File: src/rtl/lusf_pkg.sv
`timescale 1ns / 1ps
// ----------------------------------------------------------------------------
// lusf_pkg: shared types and constants of the luma sharpening filter
// Field widths, register codes and reset values, the result job and bundle
// types passed from the front end through the queue to the back end, and
// the cross Laplacian helper.
// ----------------------------------------------------------------------------
package lusf_pkg;

	localparam int PIX_W          = 8;
	localparam int CFG_W          = 12;
	localparam int IDX_W          = 2;
	localparam int HP_W           = 11;
	localparam int SUM_W          = 12;
	localparam int GAIN_FRAC      = 8;
	localparam int PROD_W         = 24;
	localparam int JOBS           = 3;
	localparam int QUEUE_DEPTH    = 4;
	localparam int DEF_MAX_WIDTH  = 2048;
	localparam int DEF_MAX_HEIGHT = 2048;

	// Register indexes on the configuration port
	localparam logic [IDX_W-1:0] REG_GAIN   = 2'd0;
	localparam logic [IDX_W-1:0] REG_WIDTH  = 2'd1;
	localparam logic [IDX_W-1:0] REG_HEIGHT = 2'd2;

	localparam logic [CFG_W-1:0] GAIN_RESET   = 12'd0;
	localparam logic [CFG_W-1:0] WIDTH_RESET  = 12'd2048;
	localparam logic [CFG_W-1:0] HEIGHT_RESET = 12'd2048;

	localparam logic [PIX_W-1:0] PIX_MAX = 8'd255;

	// One output pixel to produce: center value, high-pass term (zero for
	// a pass-through pixel) and the end-of-frame mark
	typedef struct packed {
		logic [PIX_W-1:0] c;
		logic [HP_W-1:0]  hp;
		logic             last;
	} job_t;

	// All results caused by one input item, oldest at index 0
	typedef struct packed {
		logic [JOBS-1:0] valid;
		job_t [JOBS-1:0] job;
	} bundle_t;

	// 4c - l - r - u - d; the true value fits HP_W bits two's complement,
	// so modular arithmetic on SUM_W bits is exact
	function automatic logic [HP_W-1:0] laplace(
		input logic [PIX_W-1:0] c,
		input logic [PIX_W-1:0] l,
		input logic [PIX_W-1:0] r,
		input logic [PIX_W-1:0] u,
		input logic [PIX_W-1:0] d
	);
		logic [SUM_W-1:0] s;
		s = SUM_W'({c, 2'b00}) - SUM_W'(l) - SUM_W'(r) - SUM_W'(u) - SUM_W'(d);
		return s[HP_W-1:0];
	endfunction

endpackage

File: src/rtl/lusf_queue.sv
`timescale 1ns / 1ps
// ----------------------------------------------------------------------------
// lusf_queue: bundle queue between front and back end
// A small register FIFO that lets the front keep taking pixels while the
// back end drains bundles of several results.
// ----------------------------------------------------------------------------
module lusf_queue import lusf_pkg::*; (
	input  logic    clk,
	input  logic    arst_n,
	input  logic    push,
	input  bundle_t push_data,
	output logic    full,
	input  logic    pop,
	output logic    empty,
	output bundle_t head
);

	localparam int PW = (QUEUE_DEPTH > 1) ? $clog2(QUEUE_DEPTH) : 1;
	localparam int CW = $clog2(QUEUE_DEPTH + 1);

	bundle_t        mem_q [QUEUE_DEPTH];
	logic [PW-1:0]  wp_q, rp_q;
	logic [CW-1:0]  cnt_q;
	logic           do_push, do_pop;

	assign full    = (cnt_q == CW'(QUEUE_DEPTH));
	assign empty   = (cnt_q == '0);
	assign head    = mem_q[rp_q];
	assign do_push = push && !full;
	assign do_pop  = pop && !empty;

	// Pointers and fill count
	always_ff @(posedge clk or negedge arst_n) begin
		if (!arst_n) begin
			wp_q  <= '0;
			rp_q  <= '0;
			cnt_q <= '0;
		end else begin
			if (do_push) begin
				wp_q <= (wp_q == PW'(QUEUE_DEPTH - 1)) ? '0 : wp_q + PW'(1);
			end
			if (do_pop) begin
				rp_q <= (rp_q == PW'(QUEUE_DEPTH - 1)) ? '0 : rp_q + PW'(1);
			end
			case ({do_push, do_pop})
				2'b10:   cnt_q <= cnt_q + CW'(1);
				2'b01:   cnt_q <= cnt_q - CW'(1);
				default: cnt_q <= cnt_q;
			endcase
		end
	end

	// Entry storage
	always_ff @(posedge clk) begin
		if (do_push) begin
			mem_q[wp_q] <= push_data;
		end
	end

endmodule

File: config.mk
export PLATFORM = sky130hd
export DESIGN_NAME = lusf_queue
export DESIGN_NICKNAME = d
export VERILOG_FILES = /design/src/rtl/lusf_pkg.sv /design/src/rtl/lusf_queue.sv
export SDC_FILE = /design/constraint.sdc
export NUM_CORES = 1
export LEC_CHECK = 0
export BUFFER_PORTS_ARGS = -buffer_cell sky130_fd_sc_hd__buf_2
export CAP_MARGIN = 20
export CORE_ASPECT_RATIO = 1.75
export CORE_MARGIN = 1.5
export CORE_UTILIZATION = 57
export DETAILED_ROUTE_END_ITERATION = 10
export GPL_TIMING_DRIVEN = 0
export MAX_ROUTING_LAYER = met4
export PLACE_DENSITY = 0.79
export SYNTH_ARGS = -nofsm -noshare
export SYNTH_HDL_FRONTEND = slang
export SYNTH_SLANG_ARGS = --single-unit
File: constraint.sdc
create_clock -name clk -period 4.01 [get_ports clk]
set_clock_uncertainty 0.2 [all_clocks]
set_input_delay 0.2005 -clock clk [delete_from_list [all_inputs] [get_ports clk]]
set_output_delay 0.2005 -clock clk [all_outputs]
set_load 0.02 [all_outputs]
Word-level counts from Yosys, hierarchy flattened
Memories as Yosys holds them, arrays and structs flattened.
Cells that the tools add are included.
Word-level totals
  input bits: 67
  bits in writable memories: 252
  memories kept: 1
  flip-flop bits (word level): 7
Cells by class
  equal/unequal tests: 5
  reduce and logical (&&, ||, !) cells: 6
  muxes and demuxes: 5
  $add $sub $neg: 4
Memories
  mem_q: depth 4, bits a word 63, read ports 1, clocked after memory_dff 0, write ports 1, line lusf_queue.sv:21  | bundle_t mem_q [QUEUE_DEPTH];
Operators with widths (count)
  $eq 2x2->1 const B: 3
  $pmux 3 s2: 1
  $add 2x1->2 const B: 2
  $mux 2: 2
  $add 3x1->3 const B: 1
  $eq 3x3->1 const B: 1
  $logic_not 3->1: 1
  $sub 3x1->3 const B: 1
  $eq 2x1->1 const B: 1
  $logic_and 1x1->1: 2
  $logic_not 1->1: 2
  $mux 1: 2
  $reduce_bool 2->1: 1

Logic depth before layout (Yosys ltp)
  word-level depth: 5
  gate-level depth with buffers: 9

Worst setup path after synthesis
Ideal clock, no wire load.
  kind: reg-to-reg
  start: reg cnt_q[2]
  end: mem mem_q[0][0] in the netlist's numbering, enable pin
  cell stages (with the launch flop): 4
  path buffers: 0
  required time: 3382 ps
  clock period less this slack: 2951 ps
  slack: 1059 ps
  arrival time: 2323 ps
  path through: dfrtp_1 -> nor3b_2 -> nor2b_2 -> and2_1
Between the ends
  longest elaborated chain between the ends: 5
RTL lines
  start, declared: line lusf_queue.sv:23  | logic [CW-1:0] cnt_q;
  start signal, assigned: line lusf_queue.sv:46  | 2'b10: cnt_q <= cnt_q + CW'(1);
  start signal, assigned: line lusf_queue.sv:47  | 2'b01: cnt_q <= cnt_q - CW'(1);
  start signal, assigned: line lusf_queue.sv:48  | default: cnt_q <= cnt_q;
  $eq 3x3->1: line lusf_queue.sv:26  | assign full = (cnt_q == CW'(QUEUE_DEPTH));
  via full: line lusf_queue.sv:12  | output logic full,
  $logic_not 1->1: line lusf_queue.sv:29  | assign do_push = push && !full;
  $logic_and 1x1->1: line lusf_queue.sv:29
  $mux 1: line lusf_queue.sv:55  | if (do_push) begin
  $mux 1 (implied by the code): line lusf_queue.sv:56  | mem_q[wp_q] <= push_data;
  end, declared: line lusf_queue.sv:21
The timed path passes the listed nets, and every way through them passes these cells.

==> flow_summary.toml <==
[clocking]
post_cts_buffers = 0
cts_root_buffer = "clkbuf_16"
path_clk_slew_ns = 0.06
clock_sinks = 259
cts_max_level = 1
cts_tree = "yes"
clock_path_buffers = 3
cts_buffers = 22
worstSkewPairLatency_ns = 0.50

[cells_and_area]
seqCellArea_um2 = 7740
area.growth.synth_to_final_pct = 26.0
nNetsFinal = 668
antenna_cells = 0
instances_no_fill = 834
drive_gt1_share_pct = 42.0
multiInputGateArea_um2 = 1670
final_core_util_pct = 73.4
fillers = 949

[die]
core.rowCount = 62
initial_core_util_pct = 58.3
dieHeight_um = 174
core_um2 = 16400
dieArea_um2 = 17600
num_io_pins = 132
fp.dieW_um = 101

[route]
dr.pass1.iters = 6
wirelength_um = 17500
routed_via_density = 5.42
drtAntennaViolNets = 0
dr.first_iter.drc_count = 220
vias = 4518
drcViolationCount = 0
wl_per_cell_um = 21.0

[logic_synthesis]
yosysWarnings = 0
synth_edf_count = 252
yosysUniqueCellTypes = 19
syn_nets = 443
synth_top_flop_cell = "edfxtp_1"
ys_seq_area_share_pct = 81.1
synth_area_per_cell_um2 = 25.9
syn_inst = 369
ys_seq_elements = 259
synthesis.area_um2 = 9540
async_flop_share_pct = 2.70

[critical_path]
critPathMostFrequentCell = "buf_6"
crit_arrival_ns = 2.07
critical_path_required_ns = 3.61
cp_slowest_cell = "mux4_2"
crit_path_max_fanout = 10
worst-setup-path-type = "reg -> out"
slowest_delay_ns = 0.56
start_kind = "flop"
cp_cell_sequence = "buf_6 > buf_6 > mux4_2 > buf_2"
cp-end-kind = "output port"

[sta]
hold_viol_final = 0
relSlewSlack_pct = 71.2
fmax_ghz = 0.405
fin_setup_tns_ns = 0
setup-violations-final = 0
worst-slew-pin-transition_ns = 0.432
layout_min_cycle_time_ns = 2.47
rsz0062_at_grt = "no"
timing.final.crit_share_pct = 61.6
finalMaxSlewViolations = 0

[place]
hpwlAfterDp_um = 10500
port_buffers = 131
gp_congestion = 0.680
dp.cells = 728

[grt]
grt_pass1_wl_um = 26900
grt.overflow.total = 0
grt_antenna_before_repair = 0
grt_pass1_vias = 5010
grt_start_max_net_pins = 42
grt_util_all_layers_pct = 21.3

[job]
drv_cap = 0

[pwr]
power_mw = 8.87
leakagePower_nw = 4.22
peakVddDrop_v = 0.000547
power_density_nw_per_um2 = 738

[hold_path]
min_path_type = "in -> reg"

[run_status]
outcome = "finished clean"
where the power goes:
part | switching, mW | internal (mW) | total, mW
clock network | 0.911 | 1.31 | 2.22
registers | 0.141 | 3.57 | 3.71
logic | 1.69 | 1.25 | 2.94
total | 2.74 | 6.13 | 8.87
stage by stage:
step | setup WS [ns] | area [µm²] | hold WS [ns]
6_report | 1.54 | 12000 | 0.0525
3_5_place_dp | 1.78 | 10600 | -0.157
4_1_cts | 1.49 | 12000 | 0.0359
3_3_place_gp | 0.0374 | 10500 | -0.164
5_1_grt | 1.45 | 12000 | 0.0540
2_1_floorplan | 1.06 | 9540 | -0.295
area by class of cell:
class | count | share of cell area [%]
flip-flops and latches | 259 | 64.4
multi-input cells | 89 | 13.9
repair buffers | 201 | 11.9
clock buffers | 26 | 4.88
well taps | 224 | 2.33
clock inverters | 14 | 1.46
plain buffers | 14 | 0.916
inverters | 7 | 0.219
logic make-up after synthesis:
kind of cell,count (synthesis),synth area share (%)
multiplexers,68,15.4
XOR/XNOR,3,0.275
adder cells (fa/ha/maj),7,0.996
AND/OR/NAND/NOR,11,0.721
flip-flops,259,81.1
buffers and inverters,21,1.43
path summary, 6_finish.rpt:
check                                     start              endpoint  slack (ns)  depth (start not counted)
setup / recovery            rp_q[0]$_DFFE_PN0P_              head[17]        1.54                          4
hold / removal                             push   wp_q[1]$_DFFE_PN0P_        0.05                          3
setup reg to reg           cnt_q[0]$_DFFE_PN0P_  cnt_q[2]$_DFFE_PN0P_        1.76                          9
hold reg to reg            cnt_q[2]$_DFFE_PN0P_  cnt_q[2]$_DFFE_PN0P_        0.29                          1
max in group asynchronous                arst_n   rp_q[0]$_DFFE_PN0P_        2.93                          3
min in group asynchronous                arst_n  cnt_q[0]$_DFFE_PN0P_        0.44                          3
synth_stat cells (all sizes together) (2+ instances only):
master / instances / share of area, %
mux2: 4 / 0.47
edfxtp: 252 / 79
inv: 7 / 0.28
buf: 14 / 1.2
and2: 4 / 0.26
mux4: 63 / 15
ha: 6 / 0.79
nor2: 3 / 0.12
xor2: 2 / 0.18
dfrtp: 7 / 1.8
layout by cell type (no fill, tap or decap), types with 6 or more instances in the layout:
cell	netlist	final
mux4_2	63	63
clkbuf_16	0	23
edfxtp_1	252	252
dlygate4sd3_1	0	66
ha_1	6	6
buf_2	7	138
buf_6	6	6
inv_1	7	7
dfrtp_1	7	7
worst max-delay path, delay by kind of cell (launching register included):
family	cells	cell delay (ns)
DFF	1	0.41
buffers and inverters	3	0.60
muxes	1	0.56
sequential cells by signal (all words and copies together) (netlist names):
register  cells
mem_q       252
cnt_q         3
rp_q          2
wp_q          2
per-layer routing:
metal,part of all wire [%],up-vias,wire (µm),track usage (%)
li1,-,2023,-,-
met1,38,2344,6590,24.8
met2,56,121,9900,38.5
met3,3.9,30,687,2.73
met4,2.0,0,353,5.99
met5,0,-,0,-
timing repair:
| item | in CTS | in global routing |
|---|---|---|
| endpoints found under the setup margin | 0 | 0 |
| hold endpoints to repair | 261 | 0 |
| resized for setup | 0 | 0 |
| hold buffers | 66 | 0 |
(Power assumes the default switching activity.)
