**config.mk**
```make
export PLATFORM = sky130hd
export DESIGN_NAME = lusf_back
export DESIGN_NICKNAME = d
export VERILOG_FILES = /design/src/rtl/lusf_pkg.sv /design/src/rtl/lusf_back.sv
export SDC_FILE = /design/constraint.sdc
export NUM_CORES = 1
export LEC_CHECK = 0
export BUFFER_PORTS_ARGS = -buffer_cell sky130_fd_sc_hd__buf_2
export CAP_MARGIN = 10
export CORE_MARGIN = 10
export CORE_UTILIZATION = 29
export CTS_BUF_LIST = sky130_fd_sc_hd__clkbuf_4
export CTS_CLUSTER_SIZE = 12
export DETAILED_ROUTE_END_ITERATION = 12
export GPL_ROUTABILITY_DRIVEN = 0
export PLACE_DENSITY = 0.48
export SYNTH_ARGS = -nofsm -noshare
export SYNTH_HDL_FRONTEND = slang
export SYNTH_SLANG_ARGS = --single-unit
export TNS_END_PERCENT = 100
```
**constraint.sdc**
```tcl
create_clock -name clk -period 4.6 [get_ports clk]
set_input_delay 0.46 -clock clk [delete_from_list [all_inputs] [get_ports clk]]
set_output_delay 0.46 -clock clk [all_outputs]
set_load 0.03 [all_outputs]
```
**src/rtl/lusf_pkg.sv**
```systemverilog
`timescale 1ns / 1ps
// ----------------------------------------------------------------------------
// lusf_pkg: shared types and constants of the luma sharpening filter
// Field widths, register codes and reset values, the result job and bundle
// types passed from the front end through the queue to the back end, and
// the cross Laplacian helper.
// ----------------------------------------------------------------------------
package lusf_pkg;

	localparam int PIX_W          = 8;
	localparam int CFG_W          = 12;
	localparam int IDX_W          = 2;
	localparam int HP_W           = 11;
	localparam int SUM_W          = 12;
	localparam int GAIN_FRAC      = 8;
	localparam int PROD_W         = 24;
	localparam int JOBS           = 3;
	localparam int QUEUE_DEPTH    = 4;
	localparam int DEF_MAX_WIDTH  = 2048;
	localparam int DEF_MAX_HEIGHT = 2048;

	// Register indexes on the configuration port
	localparam logic [IDX_W-1:0] REG_GAIN   = 2'd0;
	localparam logic [IDX_W-1:0] REG_WIDTH  = 2'd1;
	localparam logic [IDX_W-1:0] REG_HEIGHT = 2'd2;

	localparam logic [CFG_W-1:0] GAIN_RESET   = 12'd0;
	localparam logic [CFG_W-1:0] WIDTH_RESET  = 12'd2048;
	localparam logic [CFG_W-1:0] HEIGHT_RESET = 12'd2048;

	localparam logic [PIX_W-1:0] PIX_MAX = 8'd255;

	// One output pixel to produce: center value, high-pass term (zero for
	// a pass-through pixel) and the end-of-frame mark
	typedef struct packed {
		logic [PIX_W-1:0] c;
		logic [HP_W-1:0]  hp;
		logic             last;
	} job_t;

	// All results caused by one input item, oldest at index 0
	typedef struct packed {
		logic [JOBS-1:0] valid;
		job_t [JOBS-1:0] job;
	} bundle_t;

	// 4c - l - r - u - d; the true value fits HP_W bits two's complement,
	// so modular arithmetic on SUM_W bits is exact
	function automatic logic [HP_W-1:0] laplace(
		input logic [PIX_W-1:0] c,
		input logic [PIX_W-1:0] l,
		input logic [PIX_W-1:0] r,
		input logic [PIX_W-1:0] u,
		input logic [PIX_W-1:0] d
	);
		logic [SUM_W-1:0] s;
		s = SUM_W'({c, 2'b00}) - SUM_W'(l) - SUM_W'(r) - SUM_W'(u) - SUM_W'(d);
		return s[HP_W-1:0];
	endfunction

endpackage

```
**src/rtl/lusf_back.sv**
```systemverilog
`timescale 1ns / 1ps
// ----------------------------------------------------------------------------
// lusf_back: result computation and output register
// Unpacks each bundle one job per cycle unless stalled, multiplies the
// high-pass term by gain, shifts, adds center, clamps into output register.
// ----------------------------------------------------------------------------
module lusf_back import lusf_pkg::*; (
	input  logic             clk,
	input  logic             arst_n,
	input  logic [CFG_W-1:0] gain,
	input  bundle_t          head,
	input  logic             empty,
	output logic             pop,
	output logic             result_valid,
	input  logic             result_ready,
	output logic [PIX_W-1:0] luma_out,
	output logic             frame_last
);

	localparam int JI = $clog2(JOBS);

	logic [JOBS-1:0]          done_q, pend, pick, rest;
	logic [JI-1:0]            idx;
	job_t                     job_sel;
	logic                     issue, en_s1, en_s2, en_out;
	logic                     v_s1, v_s2, res_v_q;
	logic [PIX_W-1:0]         c_s1, c_s2, luma_q;
	logic [HP_W-1:0]          hp_s1;
	logic                     last_s1, last_s2, last_q;
	logic signed [PROD_W-1:0] prod, prod_s2, sum;

	// Pick the oldest job of the head bundle not yet issued
	always_comb begin
		pend = head.valid & ~done_q;
		idx  = '0;
		for (int i = JOBS - 1; i >= 0; i--) begin
			if (pend[i]) begin
				idx = JI'(i);
			end
		end
		pick    = JOBS'(1) << idx;
		rest    = pend & ~pick;
		job_sel = head.job[idx];
	end

	assign en_out = !res_v_q || result_ready;
	assign en_s2  = !v_s2 || en_out;
	assign en_s1  = !v_s1 || en_s2;
	assign issue  = !empty && en_s1;
	assign pop    = issue && (rest == '0);

	assign prod = $signed({1'b0, gain}) * $signed(hp_s1);

	// Arithmetic shift floors, then add center; the clamp is in the output register
	always_comb begin
		sum = $signed(PROD_W'(c_s2)) + (prod_s2 >>> GAIN_FRAC);
	end

	// Control: issue mask and stage valids
	always_ff @(posedge clk or negedge arst_n) begin
		if (!arst_n) begin
			done_q  <= '0;
			v_s1    <= 1'b0;
			v_s2    <= 1'b0;
			res_v_q <= 1'b0;
		end else begin
			if (issue) begin
				done_q <= (rest == '0) ? '0 : (done_q | pick);
			end
			if (en_s1) begin
				v_s1 <= issue;
			end
			if (en_s2) begin
				v_s2 <= v_s1;
			end
			if (en_out) begin
				res_v_q <= v_s2;
			end
		end
	end

	// Payload pipeline
	always_ff @(posedge clk) begin
		if (en_s1 && issue) begin
			c_s1    <= job_sel.c;
			hp_s1   <= job_sel.hp;
			last_s1 <= job_sel.last;
		end
		if (en_s2 && v_s1) begin
			c_s2    <= c_s1;
			prod_s2 <= prod;
			last_s2 <= last_s1;
		end
		if (en_out && v_s2) begin
			last_q <= last_s2;
			if (sum < 0) begin
				luma_q <= '0;
			end else if (sum > $signed(PROD_W'(PIX_MAX))) begin
				luma_q <= PIX_MAX;
			end else begin
				luma_q <= sum[PIX_W-1:0];
			end
		end
	end

	assign result_valid = res_v_q;
	assign luma_out     = luma_q;
	assign frame_last   = last_q;

endmodule

```
# Yosys cells after proc, flatten, opt, wreduce, memory -nomap -nowiden
# Cells that the tools add are included.
# W data, S select, Z words.
# totals
ram_bits	0
in_bits	79
wordCells	43
output_inout_bits	11
ff_bits	68
n_memories	0
latch_bits	0
mem_bits_ro	0
# classes
magnitude_cmp	3
shifts	1
n_div	0
addsub	1
reduce_logical	13
multipliers	1
mux	7
eq_ne	0
bitwise	5
# op_table
operator	n
$bmux W20 S2	1
$mul A13 B11 Y24	1
$mux W20	1
$add A9 B16 Y17	1
$gt A17 B9 Y1 const B	1
$lt A17 B1 Y1 const B	1
$mux W8	1
$and A3 B3 Y3	2
$mux W2	3
$not A3 Y3	2
$logic_and A1 B1 Y1	5
$logic_not A1 Y1	4
$logic_not A3 Y1	1
$logic_or A1 B1 Y1	3
$lt A2 B3 Y1 const B	1
$mux W3	1
$or A3 B3 Y3	1
$shl A1 B2 Y3 const A	1

# Longest topological paths before layout
# Gate-level depths: netlist (run 1).
# logic_depth
ltp_word	10
ltp_mapped	19
ltp_nobuf	18

# Least setup slack after synthesis (run 1)
# OpenSTA, ideal clock, no wires.
# synth_path
path_kind	input to register
from	input gain[7]
to	register prod_s2[23] (data pin)
path_stages	17
setup_ns	0.158
arrival_time_ns	4.985
required_time_ns	4.442
path_buffers	1
path_slack_ns	-0.543
path_cell_list	clkbuf_1 > nand2_1 > fa_1 > fa_1 > fa_1 > inv_1 > fa_1 > inv_1 > fa_1 > inv_1 > ha_1 > and4_1 > a211o_1 > o21ai_1 > nand4_1 > a2111o_1 > o211ai_1
# synth_between
elab_chain_len	1
# synth_lines
item	line	text
start, declared	lusf_back.sv:10	input logic [CFG_W-1:0] gain,
$mul A13 B11 Y24	lusf_back.sv:52	assign prod = $signed({1'b0, gain}) * $signed(hp_s1);
via prod[23]	lusf_back.sv:30	logic signed [PROD_W-1:0] prod, prod_s2, sum;
end signal, assigned	lusf_back.sv:91	prod_s2 <= prod;
end, declared	lusf_back.sv:30	
# The timed path passes the listed nets, and every way through them passes these cells.
# A chain may end at the register's enable or synchronous reset.

# Final worst setup path (run 1)
# layout_path
from	register hp_s1[5]
to	register prod_s2[23] (data pin)
# layout_between
elab_chain_len	1
# layout_lines
item	line	text
start, declared	lusf_back.sv:28	logic [HP_W-1:0] hp_s1;
start signal, assigned	lusf_back.sv:86	hp_s1 <= job_sel.hp;
$mul A13 B11 Y24	lusf_back.sv:52	
via prod[23]	lusf_back.sv:30	
# The timed path passes the listed nets, and every way through them passes these cells.

==> flow_summary.json, run 1 <==
{
  "pre_cts_ws_ns": -0.704,
  "yosysTopAreaCellShare_pct": 24.9,
  "viasPerCell": 4.52,
  "endpoint_kind": "flop",
  "synth_common_cells": "inv_1, nand2_1, fa_1, ha_1, and2_1",
  "path_cells": "and2_4 -> fa_1 -> inv_2 -> fa_1 -> inv_2 -> fa_2 -> fa_1 -> inv_1 -> fa_1 -> inv_2 -> ha_4 -> buf_6 -> and3_4 -> o21a_1 -> o21ai_2 -> nand4_1 -> a2111o_1 -> o211ai_1",
  "synth_compound_area_share_pct": 9.65,
  "synth_top_family_by_area": "adder cells",
  "avgSynthCellArea_um2": 9.75,
  "dr.pass1.iters": 4,
  "crit_path_start_kind": "flop",
  "critPathKind": "flop to flop",
  "ys_seq_area_share_pct": 24.7,
  "layout.nets": 1140,
  "crit_top_cell": "fa_1",
  "grt_pass1_vias": 6034,
  "synthMuxAreaShare_pct": 0.140,
  "utilization_pct": 36.8,
  "finalCritPeriodShare_pct": 111,
  "antenna_found_initial": 1,
  "max_stage_delay_ns": 0.54,
  "syn_to_final_growth_pct": 25.0,
  "synthAdderAreaFrac_pct": 38.6,
  "cts-root-buf": "clkbuf_4",
  "cp_num_buf_inv": 5,
  "worst_r2r_endpoint": "prod_s2[23]",
  "max_freq_ghz": 0.195,
  "ir_worst_vdd_uv": 745,
  "grt_max_degree": 26,
  "wire_per_inst_um": 14.6,
  "cts_buffers": 9,
  "min_path_cells": 2,
  "vias": 5525,
  "grt.total_usage_pct": 12.0,
  "slowest_stage": "fa_1",
  "maxSlewHeadroom_pct": 53.9,
  "fillers": 2489,
  "violations": "negative setup slack",
  "synth_xor_area_share_pct": 2.81,
  "holdCritStartpoint": "empty",
  "synth_seq_cells": 60,
  "synth_area_um2": 7170,
  "cts_tree": "done",
  "dp_hpwl_mm": 15.2,
  "layout-drive-gt1-share_pct": 27.3,
  "syn_inst": 735,
  "crit_fanout": 6,
  "drtIter0Drc": 234,
  "drv_cap": 0,
  "worst_slew_pin_slew_ns": 0.689,
  "clockBufferDepth": 2,
  "fin_tns_setup_ns": -3.73,
  "yosysTopAreaCell": "fa_1",
  "hold_viol": 0,
  "core-area_um2": 24300,
  "r2r-start": "hp_s1[5]",
  "hold_end": "v_s1",
  "die-area_um2": 31400,
  "drtAntennaViolNets": 0,
  "cp_data_required_time_ns": 4.87,
  "crit_family": "adder cells",
  "clkSlewWorstSetupHoldPaths_ns": 0.11,
  "cts.sink_count": 60,
  "clock_skew_ns": 0.0118,
  "ioPinCount": 90,
  "synth_most_common_cell": "inv_1",
  "async_flop_share_pct": 10.0,
  "die_w_um": 177,
  "syn-num-nets": 982,
  "yosys.area_share.simple_pct": 16.4,
  "cp.arrival_ns": 5.39,
  "worstHoldPathType": "primary input to flop",
  "outcome": "finished, violations left",
  "io_buffer_count": 89,
  "initial_utilization_pct": 29.5,
  "setup_viol": 13,
  "fin_crit_ns": 5.12,
  "synth_cell_types": 53,
  "slew_viol_final": 0,
  "ys_warn_count": 0,
  "clock_latency_ns": 0.43,
  "rsz0062_at_grt": "true",
  "grt_pass1_wl_mm": 30.1,
  "die_h_um": 177,
  "synth_edf_count": 54,
  "holdWs_ns": 0.202,
  "grt_overflow": 0,
  "reg2reg_depth": 18,
  "setup_slack_ns": -0.521,
  "instances_no_fill": 1222,
  "rows": 57,
  "p_leak_uw": 0.00434,
  "place_inst": 1197,
  "p_per_area_nw_per_um2": 855,
  "r2r_slack_ns": -0.52,
  "ys_top_cells_by_area": "fa_1, edfxtp_1, ha_1",
  "drc": 0,
  "finalWirelength_mm": 17.8,
  "synth_flop_cell": "edfxtp_1",
  "htreeDepth": 3
}
-- state kept, by name, summed over array words and instances, names as in the netlist, 3 cells and up --
name      count
c_s1          8
c_s2          8
done_q        3
hp_s1        11
luma_out      8
prod_s2      16
-- routing by layer --
layer	part of all wire [%]	GRT usage [%]	wire [um]
met1	44	14.9	7810
met2	52	21.1	9260
met3	3.1	2.11	550
met4	1.3	2.77	225
met5	0	0	0
-- how the worst max path moves through the flow --
stage,cells after the start,from,to
CTS,17,hp_s1[5],prod_s2[23]
detailed placement,18,gain[7],prod_s2[23]
floorplan,18,hp_s1[5],prod_s2[23]
global route,17,hp_s1[5],prod_s2[23]
global placement,18,gain[5],prod_s2[23]
finish,18,hp_s1[5],prod_s2[23]
-- power by group --
group | internal (uW) | switching (uW)
registers | 958 | 78.0
logic | 3270 | 3050
clock network | 102 | 203
total | 4330 | 3330
-- cell type report --
type	instances	area (um2)	share of cell area, %
clock inverters	6	32.5	0.363
diodes	1	2.50	0.0279
repair buffers	177	1160	12.9
flip-flops and latches	60	1770	19.8
multi-input cells	529	5090	56.8
clock buffers	9	67.6	0.754
inverters	116	435	4.86
well taps	324	405	4.52
-- metrics by stage --
step	area, um2	total power [uW]
finish	8960	7660
global route	8960	8560
CTS	8870	7380
detailed placement	8620	6620
global placement	8620	6610
floorplan	7350	4820
-- what timing repair did --
action                                  CTS  global route
pin swaps                                17             8
endpoints found under the setup margin   15            16
hold endpoints to repair                  6             0
gates resized for setup                  23            20
buffers inserted                          6             2
hold buffers                              1             0
-- layout by cell type (no fill, tap or decap), types with 4 or more instances in the layout --
cell type,netlist,final
a21o_1,8,8
a21oi_1,16,10
a21oi_2,0,6
a22oi_1,20,20
a31oi_1,11,9
and2_1,62,57
and2_4,0,5
buf_2,2,89
buf_4,0,76
buf_6,0,10
clkbuf_4,0,9
dfrtp_1,6,6
edfxtp_1,54,54
fa_1,89,82
fa_2,0,7
ha_1,79,72
ha_4,0,5
inv_1,116,110
inv_2,0,6
nand2_1,108,108
nand2b_1,13,13
nand3_1,6,5
nand4_1,6,6
nor2_1,22,21
nor3_1,5,4
o21ai_0,10,8
xnor2_1,16,16
xor2_1,7,7
-- logic make-up after synthesis --
logic type | after synthesis
flip-flops | 60
AO/OA/AOI/OAI | 98
multiplexers | 1
adder cells (fa/ha/maj) | 168
buffers and inverters | 146
AND/OR/NAND/NOR | 239
XOR/XNOR | 23
No activity file was read; power rests on OpenSTA's default activity.
==> run 2, diff against run 1 <==
Settings changed: CTS_BUF_LIST sky130_fd_sc_hd__clkbuf_4 to sky130_fd_sc_hd__clkbuf_16, PLACE_DENSITY 0.48 to 0.47.
Clock period 4.6 ns to 5.1 ns, I/O delays scaled along.
==> run 2 against run 1 <==
Compared with the run above:
- the run now ends clean
- combinational power down 16%
- total power down 11%
- non-clock buffer count up 1
- first-iteration DRC count down 18%
- clock-buffer cell count unchanged
- clock skew down 0.0061 ns
- global-route usage down 0.33 points
- core utilization up 0.86 points
- via count down 0.62%
- critical path depth unchanged
- critical path type unchanged
- largest power group unchanged
==> flow_summary.json, run 2 (same netlist as run 1, synthesis figures left out) <==
{
  "fin_tns_setup_ns": 0,
  "syn_to_final_growth_pct": 27.9,
  "hold_viol": 0,
  "pre_cts_ws_ns": -0.348,
  "fin_crit_ns": 5.07,
  "cts_tree": "done",
  "grt_pass1_vias": 5873,
  "drtAntennaViolNets": 0,
  "clkSlewWorstSetupHoldPaths_ns": 0.06,
  "die_h_um": 177,
  "switching_share_pct": 42.6,
  "p_per_area_nw_per_um2": 747,
  "worstHoldPathType": "primary input to flop",
  "grt.total_usage_pct": 11.7,
  "utilization_pct": 37.7,
  "regMostFlops": "prod_s2",
  "cp_data_required_time_ns": 5.19,
  "fillers": 2449,
  "r2r_slack_ns": 0.03,
  "largest_reg_flops": 16,
  "ioPinCount": 90,
  "crit_path_start_kind": "flop",
  "grt_overflow": 0,
  "diodes": 0,
  "crit_fanout": 5,
  "grt_pass1_wl_mm": 29.3,
  "vias": 5491,
  "die_w_um": 177,
  "internal_power_uw": 3930,
  "rows": 57,
  "setup_slack_ns": 0.0331,
  "finalWirelength_mm": 18.0,
  "wire_per_inst_um": 14.7,
  "htreeDepth": 3,
  "r2r-start": "hp_s1[6]",
  "holdCritStartpoint": "empty",
  "worst_slew_pin_slew_ns": 0.908,
  "slew_viol_final": 0,
  "outcome": "finished, final reports clean",
  "finalCritPeriodShare_pct": 99.4,
  "die-area_um2": 31400,
  "drtIter0Drc": 193,
  "viasPerCell": 4.49,
  "endpoint_kind": "flop",
  "p_sw_uw": 2920,
  "drc": 0,
  "clock_skew_ns": 0.00569,
  "combPwrFrac_pct": 77.2,
  "cts-root-buf": "clkbuf_16",
  "io_buffer_count": 89,
  "max_freq_ghz": 0.197,
  "p_leak_uw": 0.00443,
  "drv_cap": 0,
  "reg2reg_depth": 18,
  "final_common_cell": "inv_1",
  "maxSlewHeadroom_pct": 39.2,
  "hold_end": "v_s1",
  "reg.largest.list": "prod_s2 (16), hp_s1 (11)",
  "setup_viol": 0,
  "critPathKind": "flop to flop",
  "core-area_um2": 24300,
  "layout.nets": 1141,
  "rsz0062_at_grt": "true",
  "grt_max_degree": 26,
  "worst_r2r_endpoint": "prod_s2[22]",
  "clock_latency_ns": 0.34,
  "power_frac_clock_pct": 9.0,
  "antenna_found_initial": 0,
  "cts.sink_count": 60,
  "layout-drive-gt1-share_pct": 27.6,
  "dp_hpwl_mm": 15.1,
  "min_path_cells": 2,
  "initial_utilization_pct": 29.5,
  "ir_worst_vdd_uv": 508,
  "final_cell_mix": "inv_1, nand2_1, buf_2, fa_1, buf_4",
  "pwr-share-seq_pct": 13.8,
  "dr.pass1.iters": 4,
  "cts_buffers": 9,
  "cp.arrival_ns": 5.15,
  "clockBufferDepth": 2
}
## run 2: cell types whose count changed in the layout (fill, tap and decap cells not counted), sizes merged
cell / change
bufinv: +1
clkinvlp: +1
inv: +1
diode: -1
clkbuf: +1
clkinv: -2
## run 2: worst max-delay path by stage
stage             start           to  slack, ns  cells past startpoint
3_5_place_dp    gain[4]  prod_s2[23]      -0.35                     18
4_1_cts        hp_s1[6]  prod_s2[23]      -0.02                     17
6_report       hp_s1[6]  prod_s2[22]       0.03                     18
2_1_floorplan  gain[10]  prod_s2[23]       0.01                     16
3_3_place_gp    gain[4]  prod_s2[23]      -0.31                     17
5_1_grt        hp_s1[5]  prod_s2[22]      -0.12                     17
## run 2: layout make-up
type	instances	area, um2	share of cell area [%]
sequential	60	1770	19.3
tap	324	405	4.42
multi-input combinational	529	5070	55.3
clock buffer	9	225	2.46
clock inverter	7	75.1	0.819
inverter	116	435	4.75
timing repair buffer	178	1190	13.0
## run 2: per-layer routing
layer	track usage, %	vias to the layer above	routed length, um	part of all wire, %
li1	-	2723	-	-
met1	14.4	2673	7990	44
met2	20.6	76	9220	51
met3	2.07	19	500	2.8
met4	2.73	0	263	1.5
met5	0	-	0	0
## run 2: timing repair
action | in CTS | in global routing
setup endpoints to repair | 6 | 9
cloned | 0 | 2
gates resized for setup | 26 | 35
pin swaps | 19 | 42
buffers inserted | 6 | 8
hold endpoints to repair | 6 | 0
hold buffers | 1 | 0
## run 2: through the flow
stage / instances / hold WS [ns] / instance area (um2) / total power, uW
3_3_place_gp: 1190 / 0.347 / 8470 / 5580
4_1_cts: 1213 / 0.351 / 8920 / 6520
5_1_grt: 1223 / 0.352 / 9170 / 7640
2_1_floorplan: 735 / 0.214 / 7180 / 4010
3_5_place_dp: 1190 / 0.346 / 8470 / 5570
6_report: 1223 / 0.364 / 9170 / 6840
## run 2: critical path: stages, from the launching register on
cell and delay (ns):
edfxtp_1 0.51, and2_4 0.20, fa_1 0.52, inv_1 0.05
fa_1 0.51, inv_2 0.04, fa_2 0.41, fa_1 0.50
inv_2 0.04, fa_1 0.55, inv_2 0.05, ha_4 0.21
and4_1 0.16, a211o_1 0.32, o21ai_2 0.19, nand4_1 0.14
buf_4 0.18, a31oi_4 0.15, xnor2_1 0.08
## run 2: power by group through the flow
stage | clock (uW) | sequential (uW) | combinational [uW]
6_report | 616 | 943 | 5290
5_1_grt | 654 | 956 | 6030
4_1_cts | 633 | 946 | 4940
3_5_place_dp | 0 | 959 | 4610
3_3_place_gp | 0 | 959 | 4620
2_1_floorplan | 0 | 945 | 3060
==> run 3, diff against run 2 <==
Settings changed: PLACE_DENSITY 0.47 to 0.55, SKIP_LAST_GASP set to 1.
==> run 3 against run 2 <==
Compared with the run above:
- largest power group unchanged
- clock-buffer cell count unchanged
- clock skew is 0.0017 ns lower
- total power up 3.6%
- critical endpoint unchanged
- worst setup slack worse by 0.044 ns
- final cell count decreased by 0.33%
- first-iteration DRC count rose by 29%
- highest routed layer unchanged
- wire length decreased by 4.4%
- register-to-register slack lost 0.04 ns
- clock power is 2% higher
- sequential share of layout area shrank 0.081 points
- flip-flop and latch count did not move
- sequential power is essentially flat
- the flow now finishes with violations (negative setup slack)
==> flow_summary.json, run 3 (same netlist as run 1, synthesis figures left out) <==
{
  "maxSlewHeadroom_pct": 47.4,
  "clock_latency_ns": 0.33,
  "htreeDepth": 3,
  "worst_slew_pin_slew_ns": 0.785,
  "clkSlewWorstSetupHoldPaths_ns": 0.06,
  "fin_area_um2": 9210,
  "final_cell_mix": "inv_1, nand2_1, buf_2, fa_1, buf_4",
  "ioPinCount": 90,
  "critPathKind": "flop to flop",
  "path_cells": "and2_4 -> fa_1 -> inv_1 -> fa_1 -> inv_2 -> fa_2 -> fa_1 -> inv_2 -> fa_1 -> inv_2 -> ha_4 -> and4_4 -> a211o_1 -> o21ai_2 -> nand4_1 -> buf_4 -> a31oi_4 -> xnor2_1",
  "outcome": "finished, violations left",
  "core-area_um2": 24300,
  "layout-drive-gt1-share_pct": 28.5,
  "cts.sink_count": 60,
  "crit_path_end": "prod_s2[22]",
  "cts_buffers": 9,
  "viasPerCell": 4.44,
  "clock_skew_ns": 0.00397,
  "vias": 5412,
  "diodes": 0,
  "largest_reg_flops": 16,
  "io_buffer_count": 89,
  "fillers": 2398,
  "drc": 0,
  "clockBufferDepth": 2,
  "grt_pass1_vias": 5792,
  "finalCritPeriodShare_pct": 100,
  "dpl_cell_area_um2": 8410,
  "max_freq_ghz": 0.196,
  "die-area_um2": 31400,
  "holdCritStartpoint": "empty",
  "drtIter0Drc": 249,
  "max_stage_delay_ns": 0.55,
  "finalWirelength_mm": 17.2,
  "initial_utilization_pct": 29.5,
  "wire_per_inst_um": 14.1,
  "rows": 57,
  "final_common_cell": "inv_1",
  "cp.arrival_ns": 5.19,
  "grt_pass1_wl_mm": 28.0,
  "cts-root-buf": "clkbuf_16",
  "endpoint_kind": "flop",
  "utilization_pct": 37.9,
  "dr.pass1.iters": 5,
  "violations": "negative setup slack",
  "hold_viol": 0,
  "cts_tree": "done",
  "crit_fanout": 6,
  "cp_data_required_time_ns": 5.18,
  "setup_viol": 1,
  "reg.largest.list": "prod_s2 (16), hp_s1 (11)",
  "crit_path_start_kind": "flop",
  "layout.nets": 1137,
  "dp_hpwl_mm": 14.3,
  "crit_path_start": "hp_s1[7]",
  "die_h_um": 177,
  "worstHoldPathType": "primary input to flop",
  "antenna_found_initial": 0,
  "reg2reg_depth": 18,
  "fin_crit_ns": 5.11,
  "p_per_area_nw_per_um2": 771,
  "setup_slack_ns": -0.0104,
  "grt_max_degree": 26,
  "grt.total_usage_pct": 11.0,
  "r2r_slack_ns": -0.01,
  "regMostFlops": "prod_s2",
  "ir_worst_vdd_uv": 676,
  "r2r-start": "hp_s1[7]",
  "slew_viol_final": 0,
  "crit_top_cell": "fa_1",
  "drv_cap": 0,
  "die_w_um": 177,
  "drtAntennaViolNets": 0,
  "worst_r2r_endpoint": "prod_s2[22]",
  "p_leak_uw": 0.00444,
  "syn_to_final_growth_pct": 28.5,
  "rsz0062_at_grt": "true",
  "grt_overflow": 0,
  "slowest_stage": "fa_1"
}
## run 3: cell count changes in the layout (fill, tap and decap cells not counted), moves of 2 or more
cell | previous run | this run
inv_1 | 107 | 109
inv_2 | 9 | 7
and2_1 | 56 | 52
buf_6 | 11 | 8
fa_2 | 3 | 6
nand2_2 | 5 | 8
and2_4 | 6 | 10
clkinvlp_4 | 3 | 1
buf_4 | 75 | 73
a21oi_1 | 13 | 11
nand2_1 | 103 | 100
fa_1 | 86 | 83
## run 3: critical path, delay by kind of cell (launching register included)
kind	cells	cell delay, ns
adder cells (fa/ha/maj)	6	2.68
XOR/XNOR	1	0.09
AND/OR/NAND/NOR	3	0.52
AO/OA/AOI/OAI	3	0.68
buffers and inverters	5	0.36
flip-flops	1	0.52
## run 3: layout make-up
type | count | area (um2) | share of cell area (%)
Timing Repair Buffer | 174 | 1160 | 12.6
Tap cell | 324 | 405 | 4.40
Clock inverter | 7 | 83.8 | 0.910
Inverter | 116 | 435 | 4.73
Clock buffer | 9 | 225 | 2.45
Sequential cell | 60 | 1770 | 19.2
Multi-Input combinational cell | 529 | 5130 | 55.7
## run 3: metal layers
layer	track usage, %	share of wire, %	vias up	wire (um)
met4	2.87	1.6	0	273
met5	0	0	-	0
li1	-	-	2714	-
met3	1.75	2.4	13	416
met1	13.7	45	2604	7700
met2	19.3	51	81	8790
## run 3: worst min-delay path by stage
stage	endpoint	slack (ns)	depth (start not counted)
floorplan	done_q[0]	0.21	0
finish	v_s1	0.37	2
global route	v_s1	0.37	2
global placement	done_q[2]	0.34	1
CTS	v_s1	0.35	2
detailed placement	done_q[2]	0.34	1
## run 3: through the flow
| step | hold slack [ns] | setup slack, ns | power, uW | TNS (ns) | std cells |
|---|---|---|---|---|---|
| 5_1_grt | 0.371 | -0.176 | 7880 | -0.510 | 1219 |
| 3_3_place_gp | 0.343 | -0.253 | 5590 | -1.11 | 1181 |
| 4_1_cts | 0.351 | -0.0266 | 6610 | -0.0266 | 1207 |
| 6_report | 0.369 | -0.0104 | 7090 | -0.0104 | 1219 |
| 2_1_floorplan | 0.214 | 0.0121 | 4010 | 0 | 735 |
| 3_5_place_dp | 0.343 | -0.332 | 5590 | -1.44 | 1181 |
## run 3: where the power goes
group          total, uW  switching (uW)  leakage, uW  internal, uW
combinational       5520            2710      0.00370          2810
clock                630             244     0.000149           386
sequential           946            80.0     0.000596           866
## run 3: what timing repair did
item,4_1_cts,5_1_grt
hold endpoints to repair,6,0
resized for setup,28,42
endpoints found under the setup margin,9,9
setup buffers,9,11
hold buffers,1,0
cloned,0,1
pin swaps,27,33
